==> config.mk <==
export PLATFORM = sky130hd
export DESIGN_NAME = ph_two_point_median_filter
export DESIGN_NICKNAME = d
export VERILOG_FILES = /design/src/hdl/phmf_pkg.sv /design/src/hdl/ph_two_point_median_filter.sv /design/src/hdl/phmf_front.sv /design/src/hdl/phmf_back.sv
export SDC_FILE = /design/constraint.sdc
export NUM_CORES = 1
export LEC_CHECK = 0
export BUFFER_PORTS_ARGS = -buffer_cell sky130_fd_sc_hd__buf_4
export CAP_MARGIN = 15
export CORE_MARGIN = 1
export CORE_UTILIZATION = 45
export CTS_CLUSTER_DIAMETER = 120
export DETAILED_ROUTE_END_ITERATION = 10
export HOLD_SLACK_MARGIN = 0.03
export PLACE_DENSITY = 0.68
export SYNTH_ARGS = -nofsm -noshare
export SYNTH_HDL_FRONTEND = slang
export SYNTH_SLANG_ARGS = --single-unit
export TNS_END_PERCENT = 100
==> constraint.sdc <==
create_clock -name clock -period 20.5 [get_ports clock]
set_clock_uncertainty 0.15 [all_clocks]
set_input_delay 4.1 -clock clock [delete_from_list [all_inputs] [get_ports clock]]
set_output_delay 4.1 -clock clock [all_outputs]
set_load 0.05 [all_outputs]
==> src/hdl/phmf_pkg.sv <==
package phmf_pkg;
   localparam int CodeWidth = 12;
   localparam int PhWidth = 14;
   localparam logic [PhWidth-1:0] PhSeven = 14'd7168;
   localparam logic [PhWidth-1:0] PhMax = 14'd14336;
   localparam logic [11:0] PhSpanQ = 12'd3072;
   localparam logic [12:0] DefaultSpan = 13'd1241;

   localparam logic [2:0] RegNeutral = 3'd0;
   localparam logic [2:0] RegAcid = 3'd1;
   localparam logic [2:0] RegOffset = 3'd2;
   localparam logic [2:0] RegSafeLow = 3'd3;
   localparam logic [2:0] RegSafeHigh = 3'd4;

   // One queued word between front and back: converted and clamped pH.
   typedef struct packed {
      logic [PhWidth-1:0] ph;
   } conv_word_type;

   typedef enum logic [1:0] {
      FE_IDLE,
      FE_DIV,
      FE_DONE
   } fe_state_type;

   typedef enum logic [1:0] {
      BE_IDLE,
      BE_RANK,
      BE_OUT
   } be_state_type;
endpackage

==> src/hdl/ph_two_point_median_filter.sv <==
// Channel   Direction  Word contents
// req_      in         tdata[11:0] adc_code
// rsp_      out        tdata[13:0] ph_value; tuser[0] window_full, tuser[1] in_safe_band
// csr_      in         index 0..4, data bits [13:0]
// The front end converts a code by loading it, dividing one quotient bit a cycle, then clamping.
// The back end ranks ring entries one per cycle, up to all WINDOW of them, once the ring is full.
// A one-word queue separates the two, so the front starts the next code while the back ranks.
// A new code is accepted only while the front end is idle and the queue is empty.
// An output register holds the result until rsp_tready; reset is synchronous and clears the
// ring to pH 7 and the registers to their defaults.
module ph_two_point_median_filter
   import phmf_pkg::*;
#(
   parameter int WINDOW = 8
) (
   input  logic        clock,
   input  logic        reset,
   input  logic        req_tvalid,
   output logic        req_tready,
   input  logic [15:0] req_tdata,   // adc_code [11:0]
   output logic        rsp_tvalid,
   input  logic        rsp_tready,
   output logic [15:0] rsp_tdata,   // ph_value [13:0]
   output logic [1:0]  rsp_tuser,   // window_full, in_safe_band
   input  logic        csr_valid,
   output logic        csr_ready,
   input  logic [2:0]  csr_index,
   input  logic [13:0] csr_data
);
   logic [11:0] neutral_ff, acid_ff, offset_ff;
   logic [13:0] low_ff, high_ff;
   logic qv, qr, full, safe;
   conv_word_type qw;
   logic [PhWidth-1:0] ph;

   assign csr_ready = 1'b1;
   always_ff @(posedge clock) begin
      if (reset) begin
         neutral_ff <= 12'd3102;
         acid_ff <= 12'd1861;
         offset_ff <= '0;
         low_ff <= 14'd6656;
         high_ff <= 14'd8704;
      end else if (csr_valid) begin
         unique case (csr_index)
            RegNeutral: neutral_ff <= csr_data[11:0];
            RegAcid: acid_ff <= csr_data[11:0];
            RegOffset: offset_ff <= csr_data[11:0];
            RegSafeLow: low_ff <= csr_data;
            RegSafeHigh: high_ff <= csr_data;
            default: ;
         endcase
      end
   end

   // The front end is offered a code only while the queue is empty.
   logic fr_ready;
   logic fr_valid;
   assign fr_valid = req_tvalid && !qv;
   phmf_front u_front (
      .clock(clock), .reset(reset),
      .in_valid(fr_valid), .in_ready(fr_ready), .in_code(req_tdata[11:0]),
      .neutral_code(neutral_ff), .acid_code(acid_ff), .ph_offset(offset_ff),
      .out_valid(qv), .out_ready(qr), .out_word(qw)
   );
   // Only accept when the queue is empty so a finished word never overwrites one.
   assign req_tready = fr_ready && !qv;

   phmf_back #(.WINDOW(WINDOW)) u_back (
      .clock(clock), .reset(reset),
      .in_valid(qv), .in_ready(qr), .in_word(qw),
      .safe_low(low_ff), .safe_high(high_ff),
      .out_valid(rsp_tvalid), .out_ready(rsp_tready),
      .out_ph(ph), .out_full(full), .out_safe(safe)
   );

   assign rsp_tdata = {2'b00, ph};
   assign rsp_tuser = {safe, full};
endmodule

==> src/hdl/phmf_front.sv <==
module phmf_front
   import phmf_pkg::*;
(
   input  logic                 clock,
   input  logic                 reset,
   input  logic                 in_valid,
   output logic                 in_ready,
   input  logic [CodeWidth-1:0] in_code,
   input  logic [11:0]          neutral_code,
   input  logic [11:0]          acid_code,
   input  logic [11:0]          ph_offset,
   output logic                 out_valid,
   input  logic                 out_ready,
   output conv_word_type        out_word
);
   // Restoring division of |diff*3072| (24 bits) by |span| (13 bits), one bit a cycle.
   localparam int NumW = 24;
   fe_state_type state_ff, state_in;
   logic [NumW-1:0] quo_ff, quo_in;
   logic [13:0] rem_ff, rem_in;
   logic [12:0] den_ff, den_in;
   logic neg_ff, neg_in;
   logic [4:0] cnt_ff, cnt_in;
   conv_word_type word_ff, word_in;

   logic signed [12:0] span, diff;
   logic signed [24:0] prod;
   logic [13:0] trial;
   logic signed [25:0] sum;

   always_comb begin
      span = $signed({1'b0, neutral_code}) - $signed({1'b0, acid_code});
      if (span == 13'sd0) span = $signed(DefaultSpan);
      diff = $signed({1'b0, neutral_code}) - $signed({1'b0, in_code});
      prod = diff * $signed({1'b0, PhSpanQ});
      trial = {rem_ff[12:0], quo_ff[NumW-1]} - {1'b0, den_ff};
      sum = (neg_ff ? -$signed({2'b00, quo_ff}) : $signed({2'b00, quo_ff}))
            + $signed({12'd0, PhSeven})
            + $signed({{14{ph_offset[11]}}, ph_offset});
   end

   always_comb begin
      state_in = state_ff;
      quo_in = quo_ff;
      rem_in = rem_ff;
      den_in = den_ff;
      neg_in = neg_ff;
      cnt_in = cnt_ff;
      word_in = word_ff;
      in_ready = 1'b0;
      unique case (state_ff)
         FE_IDLE: begin
            in_ready = 1'b1;
            if (in_valid) begin
               quo_in = prod[24] ? NumW'(-prod) : NumW'(prod);
               den_in = span[12] ? 13'(-span) : 13'(span);
               neg_in = prod[24] ^ span[12];
               rem_in = '0;
               cnt_in = '0;
               state_in = FE_DIV;
            end
         end
         FE_DIV: begin
            if (trial[13]) begin
               rem_in = {rem_ff[12:0], quo_ff[NumW-1]};
               quo_in = {quo_ff[NumW-2:0], 1'b0};
            end else begin
               rem_in = trial;
               quo_in = {quo_ff[NumW-2:0], 1'b1};
            end
            cnt_in = cnt_ff + 5'd1;
            if (cnt_ff == 5'(NumW - 1)) state_in = FE_DONE;
         end
         FE_DONE: begin
            if (sum < 0) word_in.ph = '0;
            else if (sum > $signed({12'd0, PhMax})) word_in.ph = PhMax;
            else word_in.ph = sum[PhWidth-1:0];
            state_in = FE_IDLE;
         end
         default: state_in = FE_IDLE;
      endcase
   end

   // One-entry queue towards the back end.
   logic qv_ff, qv_in;
   always_comb begin
      qv_in = qv_ff;
      if (out_ready) qv_in = 1'b0;
      if (state_ff == FE_DONE) qv_in = 1'b1;
   end
   conv_word_type q_ff;

   always_ff @(posedge clock) begin
      if (reset) begin
         state_ff <= FE_IDLE;
         qv_ff <= 1'b0;
      end else begin
         state_ff <= state_in;
         qv_ff <= qv_in;
      end
      quo_ff <= quo_in;
      rem_ff <= rem_in;
      den_ff <= den_in;
      neg_ff <= neg_in;
      cnt_ff <= cnt_in;
      word_ff <= word_in;
      if (state_ff == FE_DONE) q_ff <= word_in;
   end

   // A code is only offered while the queue is empty, so a finished word always finds it free.
   assign out_valid = qv_ff;
   assign out_word = q_ff;
endmodule

==> src/hdl/phmf_back.sv <==
module phmf_back
   import phmf_pkg::*;
#(
   parameter int WINDOW = 8
) (
   input  logic               clock,
   input  logic               reset,
   input  logic               in_valid,
   output logic               in_ready,
   input  conv_word_type      in_word,
   input  logic [PhWidth-1:0] safe_low,
   input  logic [PhWidth-1:0] safe_high,
   output logic               out_valid,
   input  logic               out_ready,
   output logic [PhWidth-1:0] out_ph,
   output logic               out_full,
   output logic               out_safe
);
   localparam int SW = $clog2(WINDOW);
   localparam int CW = $clog2(WINDOW + 1);
   be_state_type state_ff, state_in;
   logic [PhWidth-1:0] ring_ff [WINDOW];
   logic [SW-1:0] slot_ff;
   logic filled_ff;
   logic [SW-1:0] cand_ff;
   logic [PhWidth-1:0] res_ff;
   logic rv_ff;
   logic [CW-1:0] less, lesseq;
   logic [PhWidth-1:0] cv;
   logic last;

   // Rank selection: candidate i is the median when less < W/2+1 <= lesseq.
   always_comb begin
      cv = ring_ff[cand_ff];
      less = '0;
      lesseq = '0;
      for (int i = 0; i < WINDOW; i++) begin
         if (ring_ff[i] < cv) less = less + CW'(1);
         if (ring_ff[i] <= cv) lesseq = lesseq + CW'(1);
      end
   end
   assign last = (slot_ff == SW'(WINDOW - 1));

   always_comb begin
      state_in = state_ff;
      in_ready = 1'b0;
      unique case (state_ff)
         BE_IDLE: begin
            in_ready = !rv_ff || out_ready;
            if (in_valid && in_ready) state_in = (filled_ff || last) ? BE_RANK : BE_OUT;
         end
         BE_RANK: begin
            if (less <= CW'(WINDOW / 2) && lesseq > CW'(WINDOW / 2)) state_in = BE_OUT;
         end
         BE_OUT: state_in = BE_IDLE;
         default: state_in = BE_IDLE;
      endcase
   end

   always_ff @(posedge clock) begin
      if (reset) begin
         state_ff <= BE_IDLE;
         slot_ff <= '0;
         filled_ff <= 1'b0;
         rv_ff <= 1'b0;
         for (int i = 0; i < WINDOW; i++) ring_ff[i] <= PhSeven;
      end else begin
         state_ff <= state_in;
         if (rv_ff && out_ready) rv_ff <= 1'b0;
         if (state_ff == BE_IDLE && in_valid && in_ready) begin
            ring_ff[slot_ff] <= in_word.ph;
            res_ff <= in_word.ph;
            cand_ff <= '0;
            slot_ff <= last ? '0 : slot_ff + SW'(1);
            if (last) filled_ff <= 1'b1;
         end
         if (state_ff == BE_RANK) begin
            res_ff <= cv;
            cand_ff <= cand_ff + SW'(1);
         end
         if (state_ff == BE_OUT) rv_ff <= 1'b1;
      end
   end

   assign out_valid = rv_ff;
   assign out_ph = res_ff;
   assign out_full = filled_ff;
   assign out_safe = (res_ff >= safe_low) && (res_ff <= safe_high);
endmodule

==> results of run 1 <==
-- stage by stage --
| step | utilization, % | hold slack (ns) | area, um^2 |
|---|---|---|---|
| 2_1_floorplan | - | 0.2766 | 20730 |
| 3_3_place_gp | 47.91 | 0.2879 | 21740 |
| 3_5_place_dp | 47.91 | 0.2999 | 21740 |
| 4_1_cts | 50.29 | 0.3085 | 22820 |
| 5_1_grt | 50.31 | 0.3241 | 22830 |
| 6_report | 50.31 | 0.3073 | 22830 |
-- layer usage --
layer / share of wire [%] / vias to the layer above
li1: - / 7736
met1: 43 / 7772
met2: 49 / 382
met3: 4.4 / 97
met4: 3.2 / 0
met5: 0 / -
-- sequential cells by signal (all words and copies together) (netlist names), named ones only --
name,count
u_back.slot_ff,3
u_back.out_valid,1
u_front.den_ff,13
neutral_ff,12
acid_ff,12
u_back.out_ph,14
u_front.rem_ff,13
low_ff,14
u_back.out_full,1
u_front.word_ff,14
u_front.out_word,14
u_front.out_valid,1
u_back.state_ff,2
u_back.cand_ff,3
u_front.state_ff,2
offset_ff,12
u_front.neg_ff,1
u_back.ring_ff,112
u_front.cnt_ff,5
u_front.quo_ff,24
high_ff,14
-- layout by cell type (no fill, tap or decap), types with 8 or more instances in the layout --
master / netlist / layout
or2_2: 10 / 10
dfxtp_1: 91 / 90
nand2b_1: 36 / 36
xor2_1: 27 / 27
and3_1: 16 / 16
nand3_1: 45 / 45
nand3b_1: 9 / 9
ha_1: 269 / 269
o211ai_1: 18 / 18
o21a_1: 19 / 19
and2_1: 102 / 102
nor3b_1: 15 / 15
nand2_1: 202 / 202
inv_1: 150 / 150
o21ai_0: 115 / 109
a211oi_1: 10 / 10
o41ai_1: 14 / 14
xnor2_1: 78 / 78
nor2_1: 95 / 95
nand4_1: 29 / 29
clkbuf_16: 0 / 36
nor2b_1: 29 / 28
nor3_1: 38 / 36
edfxtp_1: 199 / 199
a21boi_0: 11 / 11
mux4_2: 28 / 28
a21o_1: 25 / 25
or3_1: 35 / 35
o31ai_1: 23 / 23
a31oi_1: 8 / 8
buf_4: 6 / 74
mux2i_1: 29 / 29
a21oi_1: 135 / 135
o21bai_1: 9 / 9
-- how the worst max path moves through the flow --
stage	end	cells after the start	start
after detailed placement	u_front.quo_ff[12]	21	req_tdata[0]
after floorplan	u_front.quo_ff[22]	21	req_tdata[0]
final	u_back.state_ff[0]	27	flip-flop
after global routing	u_back.state_ff[0]	27	flip-flop
after CTS	u_front.quo_ff[12]	21	req_tdata[0]
after global placement	u_front.quo_ff[12]	21	req_tdata[0]
-- power by group through the flow --
stage	combinational [uW]	sequential [uW]	clock [uW]
after floorplan	504	702	0
after global placement	627	716	0
after detailed placement	649	717	0
after CTS	658	705	591
after global routing	737	710	614
final	657	705	586
-- logic make-up after synthesis --
logic type	synth area share (%)
xor gates and xnor gates	5.216
AOI/OAI and AO/OA	14.04
and+or+nand+nor	17.38
DFF	37.63
buffers and inverters	4.256
adders and majority gates	16.72
other	0.03624
muxes	4.715
-- critical path: cells and delay by family (launching register included) --
family | cells | cell delay, ns
xor+xnor | 1 | 0.37
simple gates | 5 | 0.67
compound gates | 8 | 2.04
flops | 1 | 0.31
buf+inv | 2 | 0.58
mux | 4 | 2.05
fa+ha+maj | 7 | 2.30
-- final cells by class --
class | instances | area [um^2]
fill | 4077 | 22550
multi-input combinational | 1594 | 12070
sequential | 290 | 7799
clock buffer | 45 | 954.7
tap | 600 | 750.7
inverter | 151 | 566.8
timing repair buffer | 75 | 563.0
clock inverter | 13 | 125.1
==> impl_metrics.ini, run 1 <==
[die]
dieArea_um2 = 46920
die_w_um = 216.6
design.core.area_um2 = 45380
pin_count = 59
die_h_um = 216.6
rows = 78
floorplan.initialDensity_pct = 45.67

[power]
ir_worst_vdd_uv = 82.20
powerDensity_nw_per_um2 = 85.32
pwr-share-clk_pct = 30.1
p_leak_uw = 0.009185
seqPwrFrac_pct = 36.2
power.total_uw = 1948
swShare_pct = 33.90
p_comb_share_pct = 33.7
netSwitchingPower_uw = 660.3
internal_power_uw = 1288

[synth]
yosysMostFrequentCell = ha_1
syn_area_um2 = 20720
ys_seq_elements = 290
ys_types = 94
synth_top_area_share_pct = 28.84
synth_async_sr_flop_share_pct = 0
yosysTopAreaCell = edfxtp_1
synth_flop_cell = edfxtp_1
netlist_top_cells_count = 269 x ha_1, 202 x nand2_1, 199 x edfxtp_1
ys_seq_area_share_pct = 37.63
synth.area.top_cells = edfxtp_1 29%, ha_1 16%, dfxtp_1 8.8%
synth.avg_cell_area_um2 = 9.836
synthCells = 2107
ys_warn_count = 0
synth_edf_count = 199

[finish]
antenna_cells = 0
final_cells = 2768
nets = 2455
area_delta_synth_final_pct = 10.17
drive_above_1_share_pct = 9.594

[clocking]
cts_max_level = 1
clk_path_buf_depth = 3
cts_tree = done
cts.clk_slew.worst_paths_ns = 0.06
postCtsHoldBufs = 0
cts_setup_buffers = 0
insertion_delay_ns = 0.60
cts_resized = 0
cts_sinks = 290
cts_buffers = 31
cts-root-buf = clkbuf_16

[grt]
grt_pass1_vias = 15690
grt_max_degree = 63
gr-usage-met1_pct = 28.63
grt_use_met3_pct = 2.512
overflow = 0
track_usage_pct = 22.37
antenna_found_initial = 0
use_met2_pct = 39.10
top_usage_layer = met2
grt_pass1_wl_um = 83300

[sta]
rsz0062_at_grt = no
fin_tns_setup_ns = 0
final-setup-viol-count = 0
slew_headroom_pct = 25.17
timing.fmax_mhz = 117.0
maxSlewViolCount = 0
worstMarginPinSlew_ns = 1.116
layout_setup_ws_ns = 11.95
min_period_over_period_pct = 41.70
period_needed_ns = 8.549
hold_violations = 0

[detailed_routing]
ant_nets = 0
drt_first_pass_iters = 7
viasPerCell = 5.776
drt_iter0_drc = 1010
drc = 0
wire_per_inst_um = 19.01
num_vias = 15990
routed_wl_um = 52620

[worst_hold_path]
min_to = high_ff[12]
worstHoldStart = high_ff[12]
min_path_cells = 2
hp-class = flip-flop to flip-flop

[placed_design]
gp_congestion = 0.9422
numPlacedInstances = 2709
dp_hpwl_um = 39810
pre_cts_slack_ns = 10.93
place.port_buffers = 51

[setup_path]
path_class = flip-flop to flip-flop
critical_path.slowest_cell = mux2i_1
path_max_fanout = 28
r2r_setup_slack_ns = 11.95
cp_common_cell = ha_1
crit_arrival_ns = 8.94
slowest_delay_ns = 0.86
r2r_end = u_back.state_ff[0]
critPathLaunchType = flip-flop
end_kind = flip-flop
crit_required_ns = 20.89
r2r_cells = 27

[outcome]
status = complete, no violations

[flow_run]
maxCapViolations = 0
Note: power is estimated with default switching activity, not from simulation.
==> run 2: changes to the inputs <==
PLACE_DENSITY = 0.7   (was 0.68)
clock period = 7.6 ns   (was 20.5 ns; I/O delays follow)
==> impl_metrics.ini, run 2 (synthesized netlist as in run 1, its figures left out) <==
[finish]
nets = 2467
area_delta_synth_final_pct = 10.58
drive_above_1_share_pct = 10.32
final_cells = 2780
final_common_cell = ha_1
n_fill_cell = 4076
antenna_cells = 0
largest_reg_flops = 112
top_regs = u_back.ring_ff: 112 flops, u_front.quo_ff: 24 flops
layout_common_cells = 269 x ha_1, 202 x nand2_1, 199 x edfxtp_1
largest_register = u_back.ring_ff
fin_util_pct = 50.50

[die]
die_h_um = 216.6
rows = 78
floorplan.initialDensity_pct = 45.67
pin_count = 59
dieArea_um2 = 46920
die_w_um = 216.6
design.core.area_um2 = 45380

[grt]
grt_max_degree = 63
track_usage_pct = 22.04
antenna_found_initial = 0
grt_use_met3_pct = 2.288
grt_pass1_vias = 15780
top_usage_layer = met2
gr-usage-met1_pct = 28.22
use_met2_pct = 37.56
overflow = 0
grt_pass1_wl_um = 82360

[sta]
maxSlewViolCount = 0
period_needed_ns = 7.222
holdWs_ns = 0.3072
hold_violations = 0
timing.fmax_mhz = 138.5
min_period_over_period_pct = 95.02
slew_headroom_pct = 19.77
final-setup-viol-count = 0
layout_setup_ws_ns = 0.3785
worstMarginPinSlew_ns = 1.197

[clocking]
cts_max_level = 1
insertion_delay_ns = 0.58
clk_path_buf_depth = 3
cts.clk_slew.worst_paths_ns = 0.06
cts_setup_buffers = 0
cts_buffers = 31
cts_sinks = 290
cts_tree = done
cts-root-buf = clkbuf_16

[worst_hold_path]
min_to = high_ff[7]
worstHoldStart = high_ff[7]
min_path_cells = 2
hp-class = flip-flop to flip-flop

[outcome]
status = complete, no violations

[detailed_routing]
viasPerCell = 5.762
routed_wl_um = 52410
drt_iter0_drc = 1084
num_vias = 16020
drc = 0
drt_first_pass_iters = 6
ant_nets = 0
wire_per_inst_um = 18.85

[setup_path]
crit_required_ns = 7.93
slowest_delay_ns = 0.57
end_kind = flip-flop
path_class = flip-flop to flip-flop
r2r_cells = 28
critPathLaunchType = flip-flop
path_max_fanout = 28
crit_arrival_ns = 7.55
cp_common_cell = ha_1
critical_path.slowest_cell = mux4_2
r2r_end = u_back.state_ff[0]
r2r_setup_slack_ns = 0.38

[placed_design]
place.port_buffers = 51
dp_hpwl_um = 39920
gp_congestion = 0.9331
pre_cts_slack_ns = 0.2169
numPlacedInstances = 2719

[power]
powerDensity_nw_per_um2 = 227.8
ir_worst_vdd_uv = 188.7
power.total_uw = 5221
p_leak_uw = 0.009251

[flow_run]
maxCapViolations = 0
## run 2: layer usage
metal	wire length [um]	vias to the layer above
li1	-	7767
met1	22430	7681
met2	25230	453
met3	2494	118
met4	2259	0
met5	0	-
## run 2: final cells by class
| type | instances | area (um^2) | share of cell area, % |
|---|---|---|---|
| Multi-Input combinational cell | 1594 | 12090 | 52.77 |
| Sequential cell | 290 | 7799 | 34.03 |
| Clock buffer | 44 | 938.4 | 4.095 |
| Tap cell | 600 | 750.7 | 3.276 |
| Timing Repair Buffer | 87 | 673.1 | 2.937 |
| Inverter | 151 | 566.8 | 2.473 |
| Clock inverter | 14 | 95.09 | 0.4149 |
## run 2: per-stage QoR
step	setup TNS [ns]	area, um^2
2_1_floorplan	0	20730
3_3_place_gp	0	21840
3_5_place_dp	0	21840
4_1_cts	0	22870
5_1_grt	-0.04664	22920
6_report	0	22920
## run 2: worst max path at each step
| stage | startpoint | endpoint | slack, ns | depth (start not counted) |
|---|---|---|---|---|
| after floorplan | flip-flop | u_back.state_ff[0] | 0.04 | 28 |
| after global placement | flip-flop | u_back.state_ff[0] | 0.34 | 26 |
| after detailed placement | flip-flop | u_back.state_ff[0] | 0.22 | 26 |
| after CTS | flip-flop | u_back.state_ff[0] | 0.21 | 26 |
| after global routing | flip-flop | u_back.state_ff[0] | -0.03 | 26 |
| final | flip-flop | u_back.state_ff[0] | 0.38 | 28 |
## run 2: what timing repair did
action / CTS / global route
gates resized for setup: 0 / 5
endpoints found under the setup margin: 0 / 2
hold buffers: 0 / 0
## run 2: worst max-delay path, delay by kind of cell, from the launching register on
kind / cells / cell delay (ns)
xor+xnor: 1 / 0.26
fa+ha+maj: 7 / 2.15
buf+inv: 3 / 0.48
mux: 4 / 1.42
flops: 1 / 0.34
simple gates: 5 / 0.77
compound gates: 8 / 1.49
## run 2: power breakdown
part / internal, uW / switching [uW]
clock network: 866 / 661
logic: 776 / 1020
registers: 1810 / 89.9
==> run 3: changes to the inputs <==
CELL_PAD_IN_SITES_DETAIL_PLACEMENT = 1   (was unset)
CELL_PAD_IN_SITES_GLOBAL_PLACEMENT = 1   (was unset)
PLACE_DENSITY = 0.81   (was 0.7)
clock period = 8 ns   (was 7.6 ns; I/O delays follow)
==> impl_metrics.ini, run 3 (synthesized netlist as in run 1, its figures left out) <==
[setup_path]
path_max_fanout = 12
slowest_delay_ns = 0.56
critical-path-top-delay-family = compound AO/OA/AOI/OAI gates
path_class = flip-flop to flip-flop
crit_arrival_ns = 7.88
critical_path.slowest_cell = mux4_2
cp_common_cell = ha_1
crit_buf_inv = 3
crit_required_ns = 8.33
critPathLaunchType = flip-flop
end_kind = flip-flop

[clocking]
cts_setup_buffers = 0
cts_sinks = 290
cts-root-buf = clkbuf_16
cts_resized = 0
insertion_delay_ns = 0.54
cts_buffers = 34
cts_tree = done
clk_path_buf_depth = 3
postCtsHoldBufs = 0
cts.clk_slew.worst_paths_ns = 0.06
cts_max_level = 2

[detailed_routing]
viasPerCell = 5.879
routed_wl_um = 60820
drc = 0
drt_iter0_drc = 955
drt_first_pass_iters = 7
wire_per_inst_um = 21.84
num_vias = 16370
ant_nets = 0

[grt]
grt_pass1_vias = 17810
grt_max_degree = 63
overflow = 0
track_usage_pct = 25.98
antenna_found_initial = 0
grt_pass1_wl_um = 95650

[die]
dieArea_um2 = 46920
design.core.area_um2 = 45380
floorplan.initialDensity_pct = 45.67
die_h_um = 216.6
pin_count = 59
rows = 78
die_w_um = 216.6

[finish]
final_common_cell = ha_1
nets = 2471
drive_above_1_share_pct = 10.34
area_delta_synth_final_pct = 11.32
fin_util_pct = 50.84
largest_register = u_back.ring_ff
layout_common_cells = 269 x ha_1, 202 x nand2_1, 199 x edfxtp_1
antenna_cells = 0
n_fill_cell = 5096
largest_reg_flops = 112
top_regs = u_back.ring_ff: 112 flops, u_front.quo_ff: 24 flops

[sta]
worstMarginPinSlew_ns = 1.180
min_period_over_period_pct = 94.33
final-setup-viol-count = 0
fin_tns_setup_ns = 0
timing.fmax_mhz = 132.5
period_needed_ns = 7.547
maxSlewViolCount = 0
hold_violations = 0
holdWs_ns = 0.3067
slew_headroom_pct = 20.90
rsz0062_at_grt = no

[power]
p_leak_uw = 0.009306
powerDensity_nw_per_um2 = 226.8
ir_worst_vdd_uv = 204.9

[outcome]
status = complete, no violations

[placed_design]
place.port_buffers = 51
dp_hpwl_um = 45860
gp_congestion = 0.9147

[worst_hold_path]
hp-class = flip-flop to flip-flop

[flow_run]
maxCapViolations = 0
[run 3: changes by cell type in the layout (fill, tap and decap cells not counted), sizes merged]
cell | previous run | this run
inv | 154 | 153
buf | 86 | 88
bufinv | 0 | 4
clkinvlp | 0 | 2
clkbuf | 45 | 44
clkinv | 11 | 10
[run 3: final cells by class]
cell class / instances / area, um^2 / area share, %
Timing Repair Buffer: 88 / 688.2 / 2.983
Inverter: 151 / 566.8 / 2.457
Sequential cell: 290 / 7799 / 33.81
Tap cell: 600 / 750.7 / 3.254
Multi-Input combinational cell: 1594 / 12070 / 52.33
Clock inverter: 18 / 231.5 / 1.003
Clock buffer: 44 / 962.2 / 4.171
[run 3: stage by stage]
step	worst slack, ns	total power [uW]	area (um^2)	cells
2_1_floorplan	0.4380	3092	20730	2108
3_3_place_gp	0.7435	3487	21830	2719
3_5_place_dp	0.4816	3576	21830	2719
4_1_cts	0.4469	5261	23020	2781
5_1_grt	0.06007	5514	23070	2785
6_report	0.4534	5233	23070	2785
[run 3: worst register-to-register path, stage by stage (launching register included)]
cell and delay (ns):
dfxtp_2 0.44, buf_4 0.31, mux4_2 0.57, mux2i_1 0.31, ha_1 0.33, a21o_1 0.20, a21oi_1 0.20, a21boi_1 0.10
a2111o_1 0.54, o21ai_1 0.31, inv_1 0.09, ha_1 0.34, xnor2_2 0.33, ha_1 0.32, a21oi_1 0.22, inv_1 0.11
ha_1 0.30, xor2_1 0.16, nor3_1 0.07, a311o_2 0.37, ha_1 0.31, nand2_1 0.07, o21ai_0 0.09, ha_1 0.31
or2b_1 0.23, a311oi_2 0.49, o311a_1 0.22
[run 3: per-layer routing]
layer	wire length (um)	part of all wire [%]	vias up	GRT usage, %
li1	-	-	7759	-
met1	24840	41	8149	30.27
met2	31470	52	324	47.97
met3	1945	3.2	140	2.596
met4	2568	4.2	0	11.38
met5	0	0	-	0
[run 3: worst paths after layout]
| path | startpoint | end | slack, ns | cells past startpoint |
|---|---|---|---|---|
| setup / recovery | flip-flop | u_back.state_ff[0] | 0.45 | 26 |
| hold / removal | low_ff[5] | low_ff[5] | 0.31 | 2 |
| setup reg to reg | flip-flop | u_back.state_ff[0] | 0.45 | 26 |
| hold reg to reg | low_ff[5] | low_ff[5] | 0.31 | 2 |
[run 3: report_power, final]
part | leakage, uW | switching, uW | internal, uW
clock network | 0.000580 | 669 | 995
registers | 0.00264 | 96.1 | 1720
logic | 0.00609 | 1020 | 736
